===== config.mk =====
export PLATFORM = sky130hd
export DESIGN_NAME = binary_max_heap_queue_core
export DESIGN_NICKNAME = d
export VERILOG_FILES = /design/src/hdl/bmhq_pkg.sv /design/src/hdl/binary_max_heap_queue_core.sv /design/src/hdl/bmhq_mem.sv /design/src/hdl/bmhq_seq.sv
export VERILOG_INCLUDE_DIRS = /design/src /design/src/hdl
export SDC_FILE = /design/constraint.sdc
export NUM_CORES = 2
export LEC_CHECK = 0
export BUFFER_PORTS_ARGS = -buffer_cell sky130_fd_sc_hd__buf_2
export CORE_MARGIN = 2
export CORE_UTILIZATION = 35
export DETAILED_ROUTE_END_ITERATION = 16
export PLACE_DENSITY_LB_ADDON = 0.1
export SLEW_MARGIN = 20
export SYNTH_ARGS = -nofsm -noshare
export SYNTH_HDL_FRONTEND = slang
export SYNTH_SLANG_ARGS = --single-unit

===== constraint.sdc =====
create_clock -name clk -period 21.1 [get_ports clk]
set_input_delay 1.055 -clock clk [delete_from_list [all_inputs] [get_ports clk]]
set_output_delay 1.055 -clock clk [all_outputs]
set_load 0.02 [all_outputs]

===== src/hdl/binary_max_heap_queue_core_assert.svh =====
// Assertion macros for the binary max-heap queue core.
`ifndef BINARY_MAX_HEAP_QUEUE_CORE_ASSERT_SVH
`define BINARY_MAX_HEAP_QUEUE_CORE_ASSERT_SVH

// Same-cycle implication, sampled on clk and disabled during reset.
`define BMHQ_ASSERT_NOW(lbl, ante, cons, msg) \
	lbl: assert property (@(posedge clk) disable iff (!arst_n) (ante) |-> (cons)) \
		else $error(msg);

// Next-cycle implication, sampled on clk and disabled during reset.
`define BMHQ_ASSERT_NEXT(lbl, ante, cons, msg) \
	lbl: assert property (@(posedge clk) disable iff (!arst_n) (ante) |=> (cons)) \
		else $error(msg);

`endif


===== src/hdl/bmhq_pkg.sv =====
// Shared types and constants of the binary max-heap queue.
package bmhq_pkg;

	localparam int DEPTH         = 64;
	localparam int PRIORITY_BITS = 16;
	localparam int PAYLOAD_BITS  = 32;
	localparam int COUNT_BITS    = 7;

	typedef enum logic {
		FN_PUT = 1'b0,
		FN_POP = 1'b1
	} func_t;

	typedef enum logic [1:0] {
		ST_DONE  = 2'd0,
		ST_EMPTY = 2'd1,
		ST_FULL  = 2'd2
	} status_t;

	typedef struct packed {
		func_t                           func;
		logic signed [PRIORITY_BITS-1:0] priority_req;
		logic [PAYLOAD_BITS-1:0]         payload;
	} req_t;

	typedef struct packed {
		status_t                         status;
		logic [PAYLOAD_BITS-1:0]         out_payload;
		logic signed [PRIORITY_BITS-1:0] out_priority;
		logic [COUNT_BITS-1:0]           count;
	} rsp_t;

	typedef struct packed {
		logic signed [PRIORITY_BITS-1:0] prio;
		logic [PAYLOAD_BITS-1:0]         data;
	} entry_t;

endpackage


===== src/hdl/binary_max_heap_queue_core.sv =====
// Binary max-heap queue: one request at a time, sifted with one comparator over heap memory.
// A refused put or an empty pop answers in the cycle after the request; busy stays low.
// A put sifts up, S_UP_RD then S_UP_CMP per level, ending at the root or where it rests.
// A pop moves the last entry to the root and sifts it down, S_DN_L to S_DN_C2 per level.
// The one-cycle result strobe cannot be stalled; the next request is taken as it shows.
// Reset clears the entry count and the sequencer; heap memory is not cleared.
`include "binary_max_heap_queue_core_assert.svh"

module binary_max_heap_queue_core #(
	parameter int DEPTH = bmhq_pkg::DEPTH
) (
	input  logic           clk,
	input  logic           arst_n,
	input  logic           start,
	output logic           busy,
	input  bmhq_pkg::req_t req,
	output logic           done,
	output bmhq_pkg::rsp_t rsp
);

	localparam int AW = (DEPTH > 1) ? $clog2(DEPTH) : 1;

	logic             mem_we;
	logic [AW-1:0]    mem_waddr;
	logic [AW-1:0]    mem_raddr;
	bmhq_pkg::entry_t mem_wdata;
	bmhq_pkg::entry_t mem_rdata;
	logic             rsp_refused;
	logic             rsp_full;
	logic             rsp_no_entry;
	logic             rsp_count_full;

	bmhq_seq #(
		.DEPTH(DEPTH),
		.AW   (AW)
	) u_seq (
		.clk      (clk),
		.arst_n   (arst_n),
		.start    (start),
		.busy     (busy),
		.req      (req),
		.done     (done),
		.rsp      (rsp),
		.mem_we   (mem_we),
		.mem_waddr(mem_waddr),
		.mem_wdata(mem_wdata),
		.mem_raddr(mem_raddr),
		.mem_rdata(mem_rdata)
	);

	bmhq_mem #(
		.DEPTH(DEPTH),
		.AW   (AW)
	) u_mem (
		.clk  (clk),
		.we   (mem_we),
		.waddr(mem_waddr),
		.wdata(mem_wdata),
		.raddr(mem_raddr),
		.rdata(mem_rdata)
	);

	assign rsp_refused    = done && (rsp.status != bmhq_pkg::ST_DONE);
	assign rsp_full       = done && (rsp.status == bmhq_pkg::ST_FULL);
	assign rsp_no_entry   = (rsp.out_payload == '0) && (rsp.out_priority == '0);
	assign rsp_count_full = (rsp.count == bmhq_pkg::COUNT_BITS'(DEPTH));

	`BMHQ_ASSERT_NOW(a_done_when_idle, done, !busy, "result strobe while sequencer busy")
	`BMHQ_ASSERT_NEXT(a_request_taken, start && !busy, busy || done, "accepted request dropped")
	`BMHQ_ASSERT_NOW(a_reject_zero, rsp_refused, rsp_no_entry, "refused request returned an entry")
	`BMHQ_ASSERT_NOW(a_full_count, rsp_full, rsp_count_full, "full status without a full heap")

endmodule


===== src/hdl/bmhq_mem.sv =====
// Heap entry storage: one write port and one registered read port.
module bmhq_mem #(
	parameter int DEPTH = bmhq_pkg::DEPTH,
	parameter int AW    = (DEPTH > 1) ? $clog2(DEPTH) : 1
) (
	input  logic             clk,
	input  logic             we,
	input  logic [AW-1:0]    waddr,
	input  bmhq_pkg::entry_t wdata,
	input  logic [AW-1:0]    raddr,
	output bmhq_pkg::entry_t rdata
);

	bmhq_pkg::entry_t mem_q [DEPTH];
	bmhq_pkg::entry_t rdata_q;

	always_ff @(posedge clk) begin
		if (we) begin
			mem_q[waddr] <= wdata;
		end
	end

	always_ff @(posedge clk) begin
		rdata_q <= mem_q[raddr];
	end

	assign rdata = rdata_q;

endmodule


===== src/hdl/bmhq_seq.sv =====
// Sequencer that sifts heap entries with one shared priority comparator.
module bmhq_seq #(
	parameter int DEPTH = bmhq_pkg::DEPTH,
	parameter int AW    = (DEPTH > 1) ? $clog2(DEPTH) : 1
) (
	input  logic             clk,
	input  logic             arst_n,
	input  logic             start,
	output logic             busy,
	input  bmhq_pkg::req_t   req,
	output logic             done,
	output bmhq_pkg::rsp_t   rsp,
	output logic             mem_we,
	output logic [AW-1:0]    mem_waddr,
	output bmhq_pkg::entry_t mem_wdata,
	output logic [AW-1:0]    mem_raddr,
	input  bmhq_pkg::entry_t mem_rdata
);

	localparam int CW = $clog2(DEPTH + 1);
	localparam int XW = AW + 2;

	typedef enum logic [8:0] {
		S_IDLE     = 9'b000000001,
		S_RD_LAST  = 9'b000000010,
		S_LD_LAST  = 9'b000000100,
		S_UP_RD    = 9'b000001000,
		S_UP_CMP   = 9'b000010000,
		S_DN_L     = 9'b000100000,
		S_DN_R     = 9'b001000000,
		S_DN_C1    = 9'b010000000,
		S_DN_C2    = 9'b100000000
	} state_t;

	state_t           state_q;
	logic [AW-1:0]    pos_q;
	logic [AW-1:0]    pick_pos_q;
	logic [CW-1:0]    cnt_q;
	bmhq_pkg::entry_t node_q;
	bmhq_pkg::entry_t left_q;
	bmhq_pkg::entry_t pick_q;
	bmhq_pkg::entry_t root_q;
	bmhq_pkg::rsp_t   rsp_q;
	logic             done_q;

	logic                                      accept;
	logic [AW-1:0]                             parent;
	logic [XW-1:0]                             left_w;
	logic [XW-1:0]                             right_w;
	logic [XW-1:0]                             cnt_w;
	logic                                      left_ok;
	logic                                      right_ok;
	logic signed [bmhq_pkg::PRIORITY_BITS-1:0] cmp_a;
	logic signed [bmhq_pkg::PRIORITY_BITS-1:0] cmp_b;
	logic                                      cmp_gt;

	assign accept   = start && (state_q == S_IDLE);
	assign parent   = (pos_q - AW'(1)) >> 1;
	assign left_w   = {1'b0, pos_q, 1'b1};
	assign right_w  = left_w + XW'(1);
	assign cnt_w    = XW'(cnt_q);
	assign left_ok  = left_w < cnt_w;
	assign right_ok = right_w < cnt_w;

	// The single comparator; its operands follow the sequencer step.
	always_comb begin
		case (state_q)
			S_DN_C1: begin
				cmp_a = mem_rdata.prio;
				cmp_b = left_q.prio;
			end
			S_DN_C2: begin
				cmp_a = pick_q.prio;
				cmp_b = node_q.prio;
			end
			default: begin
				cmp_a = node_q.prio;
				cmp_b = mem_rdata.prio;
			end
		endcase
	end

	assign cmp_gt = cmp_a > cmp_b;

	// Memory port control. The moving entry stays in node_q and is written
	// only where it comes to rest; displaced entries move into the hole.
	always_comb begin
		mem_we    = 1'b0;
		mem_waddr = pos_q;
		mem_wdata = node_q;
		mem_raddr = '0;
		case (state_q)
			S_IDLE: begin
				mem_raddr = '0;
			end
			S_RD_LAST: begin
				mem_raddr = AW'(cnt_q - CW'(1));
			end
			S_UP_RD: begin
				mem_raddr = parent;
				mem_we    = (pos_q == '0);
			end
			S_UP_CMP: begin
				mem_we = 1'b1;
				if (cmp_gt) begin
					mem_wdata = mem_rdata;
				end
			end
			S_DN_L: begin
				mem_raddr = left_w[AW-1:0];
				mem_we    = !left_ok;
			end
			S_DN_R: begin
				mem_raddr = right_w[AW-1:0];
			end
			S_DN_C2: begin
				mem_we = 1'b1;
				if (cmp_gt) begin
					mem_wdata = pick_q;
				end
			end
			default: begin
				mem_we = 1'b0;
			end
		endcase
	end

	always_ff @(posedge clk or negedge arst_n) begin
		if (!arst_n) begin
			state_q <= S_IDLE;
			cnt_q   <= '0;
			done_q  <= 1'b0;
		end else begin
			done_q <= 1'b0;
			case (state_q)
				S_IDLE: begin
					if (accept) begin
						if (req.func == bmhq_pkg::FN_PUT) begin
							if (cnt_q == CW'(DEPTH)) begin
								done_q <= 1'b1;
							end else begin
								state_q <= S_UP_RD;
							end
						end else begin
							if (cnt_q == '0) begin
								done_q <= 1'b1;
							end else begin
								state_q <= S_RD_LAST;
							end
						end
					end
				end
				S_RD_LAST: begin
					cnt_q   <= cnt_q - CW'(1);
					state_q <= S_LD_LAST;
				end
				S_LD_LAST: begin
					state_q <= S_DN_L;
				end
				S_UP_RD: begin
					if (pos_q == '0) begin
						cnt_q   <= cnt_q + CW'(1);
						done_q  <= 1'b1;
						state_q <= S_IDLE;
					end else begin
						state_q <= S_UP_CMP;
					end
				end
				S_UP_CMP: begin
					if (cmp_gt) begin
						state_q <= S_UP_RD;
					end else begin
						cnt_q   <= cnt_q + CW'(1);
						done_q  <= 1'b1;
						state_q <= S_IDLE;
					end
				end
				S_DN_L: begin
					if (left_ok) begin
						state_q <= S_DN_R;
					end else begin
						done_q  <= 1'b1;
						state_q <= S_IDLE;
					end
				end
				S_DN_R: begin
					state_q <= S_DN_C1;
				end
				S_DN_C1: begin
					state_q <= S_DN_C2;
				end
				S_DN_C2: begin
					if (cmp_gt) begin
						state_q <= S_DN_L;
					end else begin
						done_q  <= 1'b1;
						state_q <= S_IDLE;
					end
				end
				default: begin
					state_q <= S_IDLE;
				end
			endcase
		end
	end

	// Datapath registers and the result word.
	always_ff @(posedge clk) begin
		case (state_q)
			S_IDLE: begin
				node_q.prio        <= req.priority_req;
				node_q.data        <= req.payload;
				pos_q              <= AW'(cnt_q);
				rsp_q.out_payload  <= '0;
				rsp_q.out_priority <= '0;
				rsp_q.count        <= bmhq_pkg::COUNT_BITS'(cnt_q);
				if (req.func == bmhq_pkg::FN_PUT) begin
					rsp_q.status <= bmhq_pkg::ST_FULL;
				end else begin
					rsp_q.status <= bmhq_pkg::ST_EMPTY;
				end
			end
			S_RD_LAST: begin
				root_q <= mem_rdata;
			end
			S_LD_LAST: begin
				node_q <= mem_rdata;
				pos_q  <= '0;
			end
			S_UP_RD: begin
				if (pos_q == '0) begin
					rsp_q.status <= bmhq_pkg::ST_DONE;
					rsp_q.count  <= bmhq_pkg::COUNT_BITS'(cnt_q + CW'(1));
				end
			end
			S_UP_CMP: begin
				if (cmp_gt) begin
					pos_q <= parent;
				end else begin
					rsp_q.status <= bmhq_pkg::ST_DONE;
					rsp_q.count  <= bmhq_pkg::COUNT_BITS'(cnt_q + CW'(1));
				end
			end
			S_DN_L: begin
				if (!left_ok) begin
					rsp_q.status       <= bmhq_pkg::ST_DONE;
					rsp_q.out_payload  <= root_q.data;
					rsp_q.out_priority <= root_q.prio;
					rsp_q.count        <= bmhq_pkg::COUNT_BITS'(cnt_q);
				end
			end
			S_DN_R: begin
				left_q <= mem_rdata;
			end
			S_DN_C1: begin
				// The right child wins only when it is present and strictly greater.
				if (right_ok && cmp_gt) begin
					pick_q     <= mem_rdata;
					pick_pos_q <= right_w[AW-1:0];
				end else begin
					pick_q     <= left_q;
					pick_pos_q <= left_w[AW-1:0];
				end
			end
			S_DN_C2: begin
				if (cmp_gt) begin
					pos_q <= pick_pos_q;
				end else begin
					rsp_q.status       <= bmhq_pkg::ST_DONE;
					rsp_q.out_payload  <= root_q.data;
					rsp_q.out_priority <= root_q.prio;
					rsp_q.count        <= bmhq_pkg::COUNT_BITS'(cnt_q);
				end
			end
			default: begin
				pos_q <= pos_q;
			end
		endcase
	end

	assign busy = (state_q != S_IDLE);
	assign done = done_q;
	assign rsp  = rsp_q;

endmodule


Yosys cells after proc, flatten, opt, wreduce, memory -nomap -nowiden
Memory sizes are Yosys's and may differ from the RTL's. A register that Yosys moved wholly into a read port is not among the register bits. Cells that the tools add are included.

Input port bits: 52. Memories: 1. Bits in registers: 278. Output and inout bits: 59. Word-level logic and storage cells: 105. Bits in writable memories: 3072.

Magnitude comparators: 3. Reduce and logical (&&, ||, !) cells: 16. Muxes and demuxes: 43. Equality and inequality tests: 20. Add/subtract/negate cells: 4.

Memories: u_mem.mem_q (depth 64, width 48, read ports 1, clocked after memory_dff 1, wr ports 1, RTL line bmhq_mem.sv:14) `bmhq_pkg::entry_t mem_q [DEPTH];`.

Operators with widths (number): $pmux W48 S2 (2); $mux W48 (3); $pmux W48 S3 (1); $mux W57 (2); $pmux W9 S9 (1); $pmux W16 S2 (2); $pmux W6 S4 (2); $mux W9 (4); $pmux W7 S5 (1); $mux W6 (4); $mux W7 (3); $pmux W7 S3 (1); $gt A16 B16 Y1 (1); $reduce_and A3 Y1 (4); $pmux W2 S5 (1); $eq A9 B1 Y1 const B (1); $eq A9 B2 Y1 const B (1); $eq A9 B3 Y1 const B (1); $eq A9 B4 Y1 const B (1); $eq A9 B5 Y1 const B (1); $eq A9 B6 Y1 const B (1); $eq A9 B7 Y1 const B (1); $eq A9 B8 Y1 const B (1); $eq A9 B9 Y1 const B (1); 27 further kinds (45).

Depth between registers and ports, before layout
Depth after elaboration: 5. Mapped depth: 20. Mapped depth without buffers: 16.

By module
A second synthesis with hierarchy kept.

Cell total of the unflattened synthesis: 5910. Area total of the unflattened synthesis: 130192.4 µm².

Modules (own cells, without submodules): bmhq_mem (seq. area each 93209.4 µm², times used 1, cells each 4970, area an instance 117117.3 µm²); bmhq_seq (seq. area each 8264.2 µm², times used 1, cells each 940, area an instance 13075.0 µm²).

Worst setup path before layout
Ideal clock, no wire load.

Path type: reg2reg. From: reg u_seq.state_q[0]. To: reg u_seq.rsp_q (netlist bit u_seq.rsp[10]) (enable). Required time: 20.560 ns. Arrival time: 9.134 ns. Setup time: 0.540 ns. Setup slack: 11.426 ns. Period minus slack after synthesis: 9.674 ns. Cell stages (with the launch flop): 20. Buffers on the path: 4. Cells stage by stage: dfstp_2 -> clkbuf_1 -> nor3_2 -> nand2_1 -> nor4_1 -> clkbuf_1 -> a22oi_1 -> nand2_1 -> ha_1 -> nor2b_1 -> o21a_1 -> o21a_1 -> o21ai_0 -> a21oi_1 -> o31a_1 -> o21ai_0 -> clkbuf_1 -> clkbuf_1 -> nor2_1 -> a311oi_1.

Cells in the longest elaborated chain, start to end: 5. Elaborated cells between the ends (all ways): 11. Classes of those cells: 1 x order compare; 6 x eq/ne; 2 x mux; 2 x reduce/logical.

RTL lines: start: declaration (RTL line bmhq_seq.sv:35) `state_t state_q;`; start signal: assignment (RTL line bmhq_seq.sv:130) `state_q <= S_IDLE;`; start signal: assignment (RTL line bmhq_seq.sv:142) `state_q <= S_UP_RD;`; start signal: assignment (RTL line bmhq_seq.sv:148) `state_q <= S_RD_LAST;`; $eq A9 B9 Y1 or $eq A9 B8 Y1 (tied branches) (RTL line bmhq_seq.sv:67, bmhq_seq.sv:209); $pmux W16 S2 (RTL line bmhq_seq.sv:67) `case (state_q)`; $gt A16 B16 Y1 (RTL line bmhq_seq.sv:83) `assign cmp_gt = cmp_a > cmp_b;`; $ne A2 B2 Y1 (no source line); $reduce_and A3 Y1 (no source line) (*); end: declaration (RTL line bmhq_seq.sv:43) `bmhq_pkg::rsp_t rsp_q;`.

Mark *: on every way between the ends. The rest lies on a longest branch, timed or not. A chain may end at the register's enable or synchronous reset.

==> out/metrics.sh <==
VIAS_PER_CELL=6.03
CP_CELL_SEQUENCE='nor3_2 -> nand2_1 -> nor4_2 -> buf_4 -> buf_4 -> a22o_1 -> a21oi_1 -> ha_1 -> a21o_1 -> a21o_1 -> a21oi_1 -> o21ai_0 -> o21ai_4 -> nand2b_4 -> buf_4 -> buf_4 -> o2bb2ai_4 -> buf_4'
TIMING.CLOCK.SKEW_PS=69.9
SYNTHARSTFLOPSHARE=0.00500
ROOT_BUFFER='sky130_fd_sc_hd__clkbuf_16'
LAYOUT.CELLS.NON_FILLER=15600
NUMBER_OF_GATES_GIVEN_A_NEW_DRIVE_STRENGTH_AFTER_CTS=0
DRT_DRC_VIOLATIONS_LEFT=0
NUM-NETS-FINAL=10200
MAXCAPVIOLCOUNT=0
SETUP-TNS-FINAL_PS=0
POST_CTS_HOLD_BUFFER_COUNT=1
CTS_SETUP_BUFFERS=0
CP_SLOWEST_CELL='sky130_fd_sc_hd__buf_4'
VIAS=94200
IOPINCOUNT=111
MET2WIRELENGTH_MICRONS=260000
GRT_ANTENNA_BEFORE_REPAIR=54
LAYOUT.CELLS.MOST_COMMON='sky130_fd_sc_hd__edfxtp_1'
SYNTH_EDF_COUNT=3333
DETAILEDPLACE.WORSTSLACK_PS=13730
SYNTHDISTINCTLIBCELLS=88
POSTLAYOUTSETUPSLACKWORST_PS=13650
GRT_FIRST_PASS_WIRELENGTH_MICRONS=778000
YS.FLOP_TYPE='sky130_fd_sc_hd__edfxtp_1'
ROW_COUNT=228
POST_SYNTH_MAIN_AREA_CONTRIBUTORS='sky130_fd_sc_hd__edfxtp_1, sky130_fd_sc_hd__nand2_1, sky130_fd_sc_hd__nand3_1'
INITIAL_UTILIZATION=0.352
DRIVE_GT1_FRAC=0.124
MOST-COMMON-LAYOUT-CELLS='sky130_fd_sc_hd__edfxtp_1, sky130_fd_sc_hd__nand2_1, sky130_fd_sc_hd__nand3_1, sky130_fd_sc_hd__clkbuf_16, sky130_fd_sc_hd__and3_1'
CRITPATHMAXFANOUT=64
RSZ0062_AT_GRT='false'
DRTPASS1ITERATIONS=9
SYNTHESIZED_INSTANCE_COUNT=9956
CPLARGESTDELAYFAMILY='buffers and inverters'
GLOBALPLACE.CONGESTION=0.873
FINALWIRELENGTH_MICRONS=585000
CLOCK_LATENCY_PS=990
GRT_PASS1_VIAS=86200
WORSTPATHARRIVAL_PS=8110
CTS_MAX_LEVEL=5
SYN_NETS=10000
IO_BUFFERS=110
YOSYS.AREA.TOP_TYPE_SHARE=0.736
CRITICAL_PATH.MOST_COMMON_CELL='sky130_fd_sc_hd__buf_4'
MET3ROUTEDLENGTH_MICRONS=62500
TYPE_OF_THE_SETUP_PATH_WITH_THE_LEAST_SLACK='reg -> reg'
DIE_HT_MICRONS=627
SYNTH_WARN=0
TRACK_USAGE=0.290
TIMING_LIMITED_MAXIMUM_FREQUENCY_GHz=0.134
MET1WIRELENGTH_MICRONS=238000
CTSLONGESTPATHBUFFERS=4
REQUIRED_PS=21760
WORST_SLEW_PIN_SLEW_PS=1270
SEQ_CELLS_POST_SYNTH=3398
FINAL_MIN_PERIOD_OVER_CLOCK_PERIOD=0.353
FINALSETUPVIOLATIONS=0
FINAL-MAX-SLEW-VIOLATION-COUNT=0
CRITPATHLAUNCHTYPE='register'
NETLIST_AREA_SQ_MM=0.136
CLOCK_TREE_FROM_TRITONCTS='yes'
GLOBALROUTEOVERFLOWTOTAL=0
ANT_NETS=0
NFILLCELLS=35600
SYN_AREA_PER_CELL_SQ_UM=13.7
TOP_LAYER='met5'
WORST_SETUP_PATH_END_KIND='register'
YOSYSSEQAREASHARE=0.746
AVGROUTEDWIREPERCELL_MICRONS=37.4
STATUS='complete, no violations'
DETAILEDROUTE.FIRSTITERATIONVIOLATIONS=13800
FINALCRITICALPERIOD_PS=7450
CLK_TRANSITION_REPORTED_PATHS_PS=70
TIMING.HOLD.WORST.CLASS='in -> reg'
AREA_GROWTH_PCT=15.4
MAXIMUM_NUMBER_OF_PINS_ON_ONE_NET_BEFORE_GLOBAL_ROUTE_REPAIR=163
PWR_DENSITY_CELL_mW_PER_MM2=132
SLEW_HEADROOM=0.155
DPL.HPWL_MICRONS=325000
COREAREA_SQ_MM=0.386
CLOCK_SINK_COUNT=3398
FLOORPLAN.DIE.WIDTH_MICRONS=627
DESIGN.DIE.AREA_SQ_MM=0.393
IR_WORST_VDD_uV=204
CTS_BUFFERS=366
PLACE_INST=14900
CRITICAL_PATH_BUF_INV_COUNT=5
YOSYS.AREA.TOP_TYPE='sky130_fd_sc_hd__edfxtp_1'
TIMING_HOLD_VIOLATIONS_FINAL=0
CRITICAL_PATH.MAX_STAGE_DELAY_PS=830
P_LEAK_nW=52.3
==> sequential cells by signal (all words and copies together), names as in the netlist <==
| register | flops |
|---|---|
| u_seq.cnt_q | 7 |
| u_seq.mem_waddr | 6 |
| u_mem.rdata | 48 |
| u_seq.left_q | 48 |
| u_seq.root_q | 48 |
| u_seq.rsp | 57 |
| u_seq.pick_pos_q | 6 |
| u_seq.done | 1 |
| u_seq.node_q | 48 |
| u_mem.mem_q | 3072 |
| u_seq.state_q | 9 |
| u_seq.pick_q | 48 |
==> where the power goes <==
group / switching [mW] / total [mW] / internal, mW / leakage (nW)
registers: 0.464 / 9.20 / 8.74 / 30.7
clock network: 2.74 / 6.36 / 3.62 / 5.60
logic: 3.92 / 5.19 / 1.27 / 16.0
total: 7.12 / 20.8 / 13.6 / 52.3
==> worst register-to-register path, stage by stage, from the launching register on <==
cell and delay [ps]:
sky130_fd_sc_hd__dfrtp_1 470, sky130_fd_sc_hd__nor3_2 580, sky130_fd_sc_hd__nand2_1 300, sky130_fd_sc_hd__nor4_2 280, sky130_fd_sc_hd__buf_4 520, sky130_fd_sc_hd__buf_4 610, sky130_fd_sc_hd__a22o_1 240, sky130_fd_sc_hd__a21oi_1 60
sky130_fd_sc_hd__ha_1 390, sky130_fd_sc_hd__a21o_1 170, sky130_fd_sc_hd__a21o_1 180, sky130_fd_sc_hd__a21oi_1 160, sky130_fd_sc_hd__o21ai_0 160, sky130_fd_sc_hd__o21ai_4 220, sky130_fd_sc_hd__nand2b_4 470, sky130_fd_sc_hd__buf_4 640
sky130_fd_sc_hd__buf_4 860, sky130_fd_sc_hd__o2bb2ai_4 220, sky130_fd_sc_hd__buf_4 530
==> cell type report <==
type / instances / area [sq um] / area share
timing repair buffer: 516 / 4330 / 0.0276
clock buffer: 475 / 9810 / 0.0625
clock inverter: 189 / 1730 / 0.0110
inverter: 20 / 75.1 / 0.000478
antenna: 18 / 45.0 / 0.000287
multi-input combinational: 5830 / 33000 / 0.210
sequential: 3398 / 101000 / 0.647
tap: 5175 / 6470 / 0.0413
==> per-layer routing <==
metal | global-route usage | vias to the layer above
met5 | 0 | -
met4 | 0.104 | 6
met3 | 0.0666 | 1009
met2 | 0.444 | 5524
met1 | 0.402 | 49600
li1 | - | 38000
==> Yosys cell counts, types with 6 or more instances <==
| master | count |
|---|---|
| sky130_fd_sc_hd__o21ai_0 | 79 |
| sky130_fd_sc_hd__a221oi_1 | 26 |
| sky130_fd_sc_hd__o211ai_1 | 18 |
| sky130_fd_sc_hd__xnor2_1 | 18 |
| sky130_fd_sc_hd__or3_1 | 9 |
| sky130_fd_sc_hd__a311oi_1 | 258 |
| sky130_fd_sc_hd__o21ai_1 | 42 |
| sky130_fd_sc_hd__buf_4 | 16 |
| sky130_fd_sc_hd__a32oi_1 | 24 |
| sky130_fd_sc_hd__nor3_1 | 45 |
| sky130_fd_sc_hd__inv_1 | 20 |
| sky130_fd_sc_hd__dfrtp_1 | 16 |
| sky130_fd_sc_hd__buf_6 | 18 |
| sky130_fd_sc_hd__nor3b_1 | 8 |
| sky130_fd_sc_hd__o2bb2ai_1 | 48 |
| sky130_fd_sc_hd__nor4_1 | 17 |
| sky130_fd_sc_hd__edfxtp_1 | 3333 |
| sky130_fd_sc_hd__a211oi_1 | 266 |
| sky130_fd_sc_hd__buf_2 | 217 |
| sky130_fd_sc_hd__nand4_1 | 34 |
| sky130_fd_sc_hd__buf_1 | 97 |
| sky130_fd_sc_hd__a21o_1 | 6 |
| sky130_fd_sc_hd__clkbuf_1 | 360 |
| sky130_fd_sc_hd__mux2_2 | 97 |
| sky130_fd_sc_hd__o22ai_1 | 32 |
| sky130_fd_sc_hd__mux2i_1 | 103 |
| sky130_fd_sc_hd__and3_1 | 366 |
| sky130_fd_sc_hd__dfxtp_1 | 48 |
| sky130_fd_sc_hd__o221ai_1 | 10 |
| sky130_fd_sc_hd__a22oi_1 | 69 |
| sky130_fd_sc_hd__and2_1 | 49 |
| sky130_fd_sc_hd__nand2_1 | 2548 |
| sky130_fd_sc_hd__xor2_1 | 7 |
| sky130_fd_sc_hd__a21oi_1 | 187 |
| sky130_fd_sc_hd__nor2_1 | 131 |
| sky130_fd_sc_hd__o21a_1 | 14 |
| sky130_fd_sc_hd__ha_1 | 34 |
| sky130_fd_sc_hd__o2111ai_1 | 25 |
| sky130_fd_sc_hd__nand3_1 | 871 |
| sky130_fd_sc_hd__a22o_1 | 24 |
| sky130_fd_sc_hd__a221o_1 | 23 |
| sky130_fd_sc_hd__nor2b_1 | 8 |
| sky130_fd_sc_hd__a31oi_1 | 240 |
==> through the flow <==
stage	hold slack, ps	util	total power, mW	instance area (sq um)
after floorplan	461	-	11.7	136000
after global placement	500	0.374	14.3	145000
after detailed placement	505	0.376	14.4	145000
after CTS	320	0.406	20.7	157000
after global routing	370	0.406	21.3	157000
final	365	0.406	20.8	157000
==> worst paths after layout <==
path / from / to / slack, ps / cells past startpoint
min in group asynchronous: arst_n / u_seq.state_q[2] / 590 / 2
max in group asynchronous: arst_n / u_seq.state_q[0] / 20160 / 2
max: u_seq.state_q[2] / u_mem.mem_q[1][22] / 13650 / 18
min: start / u_seq.done / 370 / 3
max reg2reg: u_seq.state_q[2] / u_mem.mem_q[1][22] / 13650 / 18
min reg2reg: u_seq.root_q[34] / u_seq.rsp[9] / 510 / 1
==> cells by family after synthesis <==
kind of cell / count (synthesis) / share of synthesized area
buffers and inverters: 728 / 0.0235
DFF: 3398 / 0.746
AOI/OAI and AO/OA: 1446 / 0.0768
muxes: 200 / 0.0156
xor gates and xnor gates: 25 / 0.00161
and+or+nand+nor: 4125 / 0.133
adders and majority gates: 34 / 0.00313
Power figures use the tool's default switching activity.
